## src/rtl/swk_pkg.sv

```systemverilog
package swk_pkg;

    localparam int CMD_VX      = 0;
    localparam int CMD_VY      = 1;
    localparam int CMD_OMEGA   = 2;
    localparam int CMD_COMPUTE = 15;

    localparam logic [7:0] PREV_HIGH_RST = 8'h05;
    localparam logic [7:0] PREV_LOW_RST  = 8'hdc;

    localparam int REG_SPEED_SCALE  = 0;
    localparam int REG_SPEED_OFFSET = 1;
    localparam int REG_FRONT_BASE   = 2;
    localparam int REG_REAR_BASE    = 3;
    localparam int REG_HALF_TRACK   = 4;

    localparam int CORDIC_MAX = 24;
    localparam int CW         = 44;

    typedef struct packed {
        logic [3:0] cmd;
        logic [3:0] sign_code;
        logic [7:0] magnitude;
    } t_in;

    typedef struct packed {
        logic [2:0]         wheel;
        logic signed [15:0] motor_drive;
        logic [10:0]        steer_drive;
        logic               last;
    } t_out;

    typedef struct packed {
        logic signed [8:0] vx;
        logic signed [8:0] vy;
        logic signed [8:0] om;
    } t_job;

    function automatic logic [16:0] atan_q16(input logic [4:0] i);
        case (i)
            5'd0: atan_q16 = 17'd51472;
            5'd1: atan_q16 = 17'd30386;
            5'd2: atan_q16 = 17'd16055;
            5'd3: atan_q16 = 17'd8150;
            5'd4: atan_q16 = 17'd4091;
            5'd5: atan_q16 = 17'd2047;
            5'd6: atan_q16 = 17'd1024;
            5'd7: atan_q16 = 17'd512;
            5'd8: atan_q16 = 17'd256;
            5'd9: atan_q16 = 17'd128;
            5'd10: atan_q16 = 17'd64;
            5'd11: atan_q16 = 17'd32;
            5'd12: atan_q16 = 17'd16;
            5'd13: atan_q16 = 17'd8;
            5'd14: atan_q16 = 17'd4;
            5'd15: atan_q16 = 17'd2;
            5'd16: atan_q16 = 17'd1;
            default: atan_q16 = 17'd0;
        endcase
    endfunction

endpackage

```

## src/rtl/swk_front.sv

```systemverilog
module swk_front (
    input  logic          i_clk,
    input  logic          i_rst_n,
    input  logic          push,
    output logic          full,
    input  swk_pkg::t_in  i_in,
    output logic          o_job_valid,
    input  logic          i_job_ready,
    output swk_pkg::t_job o_job
);
    import swk_pkg::*;

    logic [7:0]        r_high, r_low;
    logic signed [8:0] r_vx, r_vy, r_om;
    logic              r_ready;
    logic              r_qv;
    t_job              r_q;

    logic [7:0]        high;
    logic              diff, fire;
    logic signed [8:0] v;
    logic              take;

    assign full        = r_qv;
    assign o_job_valid = r_qv;
    assign o_job       = r_q;
    assign take        = push && !full;
    assign high        = {i_in.cmd, i_in.sign_code};
    assign diff        = (high != r_high) || (i_in.magnitude != r_low);
    assign v = (i_in.sign_code == 4'd1) ? -$signed({1'b0, i_in.magnitude})
                                        : $signed({1'b0, i_in.magnitude});
    // ready flag after this word, compute when command is 15
    always_comb begin
        fire = 1'b0;
        if (diff) begin
            fire = (i_in.cmd == 4'(CMD_COMPUTE)) && r_ready;
        end else begin
            fire = (r_high[7:4] == 4'(CMD_COMPUTE)) && r_ready;
        end
    end

    always_ff @(posedge i_clk) begin
        if (!i_rst_n) begin
            r_high  <= PREV_HIGH_RST;
            r_low   <= PREV_LOW_RST;
            r_vx    <= '0;
            r_vy    <= '0;
            r_om    <= '0;
            r_ready <= 1'b0;
            r_qv    <= 1'b0;
        end else begin
            if (r_qv && i_job_ready) begin
                r_qv <= 1'b0;
            end
            if (take) begin
                if (diff) begin
                    r_high <= high;
                    r_low  <= i_in.magnitude;
                    if (i_in.cmd != 4'(CMD_COMPUTE)) begin
                        if (i_in.cmd == 4'(CMD_VX)) r_vx <= v;
                        if (i_in.cmd == 4'(CMD_VY)) r_vy <= v;
                        if (i_in.cmd == 4'(CMD_OMEGA)) r_om <= v;
                        r_ready <= 1'b1;
                    end
                end
                if (fire) begin
                    r_ready <= 1'b0;
                    r_qv    <= 1'b1;
                    r_q.vx  <= r_vx;
                    r_q.vy  <= r_vy;
                    r_q.om  <= r_om;
                end
            end
        end
    end
endmodule

```

## config.mk

```make
export PLATFORM = sky130hd
export DESIGN_NAME = swk_front
export DESIGN_NICKNAME = d
export VERILOG_FILES = /design/src/rtl/swk_pkg.sv /design/src/rtl/swk_front.sv
export SDC_FILE = /design/constraint.sdc
export NUM_CORES = 1
export LEC_CHECK = 0
export BUFFER_PORTS_ARGS = -buffer_cell sky130_fd_sc_hd__buf_2
export CAP_MARGIN = 20
export CORE_MARGIN = 2
export CORE_UTILIZATION = 32
export DETAILED_ROUTE_END_ITERATION = 8
export RECOVER_POWER = 50
export SETUP_SLACK_MARGIN = 0.4
export SLEW_MARGIN = 40
export SYNTH_ARGS = -nofsm -noshare
export SYNTH_HDL_FRONTEND = slang
export SYNTH_SLANG_ARGS = --single-unit
```

## constraint.sdc

```tcl
create_clock -name i_clk -period 3.5 [get_ports i_clk]
set_input_delay 0.525 -clock i_clk [delete_from_list [all_inputs] [get_ports i_clk]]
set_output_delay 0.525 -clock i_clk [all_outputs]
set_load 0.02 [all_outputs]
```

Word-level counts from Yosys, hierarchy flattened:

Cells that the tools add are included.

* bits in registers: 72
* logic and storage cells: 42
* output and inout bits: 29
* input bits: 20

* eq/ne operators: 8
* add/sub/neg operators: 1
* mux-type cells: 8
* reductions and logical operators: 15

Operators with widths (count)
* 8-bit != test: 2
* 4-bit AND reduction: 3
* 9-bit two-way mux: 1
* 8-bit negator with 9-bit output: 1
* 4-bit by 1-bit equality test with 1-bit output (second input constant): 2
* 4-bit equality test (second input constant): 2
* 1-bit two-way mux: 7
* 3-bit AND reduction: 2
* 4-bit by 2-bit equality test with 1-bit output (second input constant): 1
* 1-bit logical AND: 4
* 4-bit zero test: 1
* 4-bit != test (second input constant): 1
* 2-bit nonzero test: 2
* 2-bit AND reduction: 1
* 1-bit zero test: 1
* 1-bit logical OR: 1

Depth between registers and ports, before layout:

* depth in word-level cells: 5
* gate-level depth with buffers: 7
* gate-level depth less buffers: 6

Worst setup path before layout:

Ideal clock, no wire load.

* path type: input to register
* from: input i_rst_n
* to: register r_q, in the netlist o_job[0], enable pin
* library setup time: 0.447 ns
* setup slack: 0.286 ns
* buffers on the path: 1
* arrival: 2.768 ns
* required time: 3.053 ns
* stages on the path: 3
* cell sequence: clkbuf_1 nand2_1 nor3_1

* longest elaborated chain between the ends: 1

RTL lines
* start, declared: RTL line swk_front.sv:3 `input logic i_rst_n,`
* 3-bit AND reduction (no line)
* end, declared: RTL line swk_front.sv:17 `t_job r_q;`

No other way between the ends.
A chain may end at the register's enable or synchronous reset.

Worst setup path in the final report:

* from: register r_low[2]
* to: register r_high[1]

* longest elaborated chain between the ends: 3

RTL lines
* start, declared: RTL line swk_front.sv:13 `logic [7:0] r_high, r_low;`
* start signal, assigned: RTL line swk_front.sv:58 `r_low <= i_in.magnitude;`
* 8-bit != test: RTL line swk_front.sv:29 `assign diff = (high != r_high) || (i_in.magnitude != r_low);`
* 1-bit logical OR: RTL line swk_front.sv:29
* 2-bit AND reduction (no line)
* end signal, assigned: RTL line swk_front.sv:57 `r_high <= high;`
* end, declared: RTL line swk_front.sv:13

No other way between the ends.

==> impl_metrics.yaml <==
cells_and_area:
  finish.instance_area_sq_um: 3430
  antenna_cells: 0
  num-fill-cells: 865
  drive_gt1_frac: 0.131
  syn2layout_area_growth_pct: 17.4
  final_cells: 421
  fin_nets: 330
floorplanning:
  rows: 34
  start_util: 0.333
  ios: 49
  die_h_um: 99.5
  die_w_um: 99.5
  dieArea_sq_um: 9900
  coreArea_sq_um: 8760
timing:
  slew_headroom: 0.358
  slew_violations: 0
  setup_tns_ns: 0
  finalSetupViolations: 0
  min_period_ns: 2.58
  hold_viol: 0
  fin_crit_sh: 0.737
  rsz0062_at_grt: "false"
  max_freq_mhz: 388
  tightest_slew_ns: 0.963
  clock-skew-final_ns: 0.00764
  fin_ws_ns: 0.921
critical_path:
  end_kind: "flop"
  required_ns: 3.72
  startpoint_type: "flop"
  crit_arrival_ns: 2.79
  path_max_fanout: 22
  crit_type: "reg -> reg"
global_route:
  grt_pass1_wl_mm: 9.49
  groute.usage.overall: 0.125
  grt_pass1_vias: 1879
  grt_max_degree: 36
  antenna_found_initial: 0
  overflow: 0
clocking:
  cts_max_level: 3
  numCtsBuffers: 9
  insertion_delay_ns: 0.35
  cts_resized: 0
  cts_buffer_depth: 2
  clk_pin_slew_ns: 0.08
  cts.sinks: 72
  cts.root.buffer_cell: "clkbuf_8"
  cts_tree: "done"
  postCtsHoldBufs: 0
  cts_setup_buffers: 0
synthesis:
  synth_cell_types: 36
  avgSynthCellArea_sq_um: 11.2
  synth_edf_count: 27
  netlist_area_sq_um: 2920
  netlist_instances: 260
  synth-seq-cells: 72
  async_reset_ff_frac: 0
  ys.warnings.count: 0
  ys_seq_area_frac: 0.586
  synthesis.nets: 281
  synth_ff_type: "dfxtp_1"
placed_design:
  dpl.hpwl_mm: 4.20
  gp_congestion: 0.780
  dp_slack_ns: 1.08
  io_buffers: 48
  place_inst: 406
  dpl-instance-area_sq_um: 3280
drt:
  vias: 1989
  drtIter0Drc: 78
  viasPerCell: 4.72
  wl_mm: 5.92
  post-route-drc-count: 0
  ant_nets: 0
  post_drt_wl_per_cell_um: 14.1
  dr.pass1.iters: 4
flow_run:
  drv_cap: 0
min_path:
  hold_path.class: "in -> reg"
outcome:
  status: "finished clean"
pwr:
  power_uw: 1700
  p_leak_uw: 0.00120
  power_per_cell_area_nw_per_um2: 497
  ir_drop_v: 0.000156
## Yosys cell counts, drive strengths merged, types with 5 or more instances
cell    number  share of area
o21ai       18          0.031
nand4        5          0.011
edfxtp      27           0.28
nor2         5         0.0090
nand2       49          0.063
dfxtp       45           0.31
mux2i       27          0.093
xnor2       22          0.066
inv          9          0.012
o211ai      16          0.041
buf          7          0.016
clkbuf       8          0.010
## critical path: stages (launching register included)
cell      delay [ns]
dfxtp_1         0.33
xnor2_1         0.19
nand4_1         0.13
nor4_2          0.27
clkbuf_1        0.75
nand2b_1        0.61
o21ai_0         0.18
## power breakdown
part	internal (uW)	total [uW]	switching (uW)
Combinational	45.1	112	66.8
Clock	394	698	304
Sequential	880	891	11.0
Total	1320	1700	382
## logic make-up after synthesis
logic type / count (synthesis) / share of synthesized area
mux: 27 / 0.0926
buf+inv: 24 / 0.0381
xor+xnor: 22 / 0.0660
simple gates: 72 / 0.117
fa+ha+maj: 1 / 0.00429
compound gates: 42 / 0.0956
flops: 72 / 0.586
## path summary, 6_finish.rpt
path | slack [ns] | start | depth (start not counted) | end
worst min-delay path | 0.36 | i_job_ready | 2 | full$_SDFF_PN0_
worst max register to register | 0.92 | r_low[2]$_SDFFE_PN1P_ | 6 | r_high[1]$_SDFFE_PN0P_
worst max-delay path | 0.92 | r_low[2]$_SDFFE_PN1P_ | 6 | r_high[1]$_SDFFE_PN0P_
worst min register to register | 0.43 | r_vx[3]$_SDFFE_PN0P_ | 0 | o_job[21]$_DFFE_PP_
## routing by layer
layer	up-vias	GRT usage	share of wire
met2	50	0.190	0.45
met5	-	0	0
met3	7	0.0464	0.057
met1	914	0.158	0.47
li1	1018	-	-
met4	0	0.0601	0.017
## sequential cells by signal (all words and copies together) (netlist names)
register,count
o_job,27
r_ready,1
r_vy,9
r_vx,9
r_om,9
r_high,8
r_low,8
full,1
## cells in the final DEF, fill, tap and decap left out, drive strengths merged, types with 2 or more instances in the layout
master / instances
inv: 9
nor2: 5
nor4: 2
nand4: 5
nor3: 2
mux2i: 27
clkbuf: 40
clkinv: 3
nand3: 2
o211ai: 16
bufinv: 2
o21ai: 18
nand2: 49
xnor2: 22
dfxtp: 45
buf: 22
edfxtp: 27
nand2b: 2
## stage by stage
| stage | hold WS (ns) | utilization |
|---|---|---|
| after floorplan | 0.408 | - |
| after detailed placement | 0.419 | 0.374 |
| after global placement | 0.417 | 0.374 |
| final | 0.357 | 0.391 |
| after global routing | 0.351 | 0.391 |
| after CTS | 0.339 | 0.398 |
## final cells by class
class / count / area, sq um / area share
clock inverters: 6 / 85.1 / 0.0248
multi-input cells: 164 / 1100 / 0.322
inverters: 9 / 33.8 / 0.00986
flip-flops and latches: 72 / 1710 / 0.500
well taps: 108 / 135 / 0.0394
repair buffers: 53 / 234 / 0.0683
clock buffers: 9 / 124 / 0.0362
No activity file was read; power rests on OpenSTA's default activity.
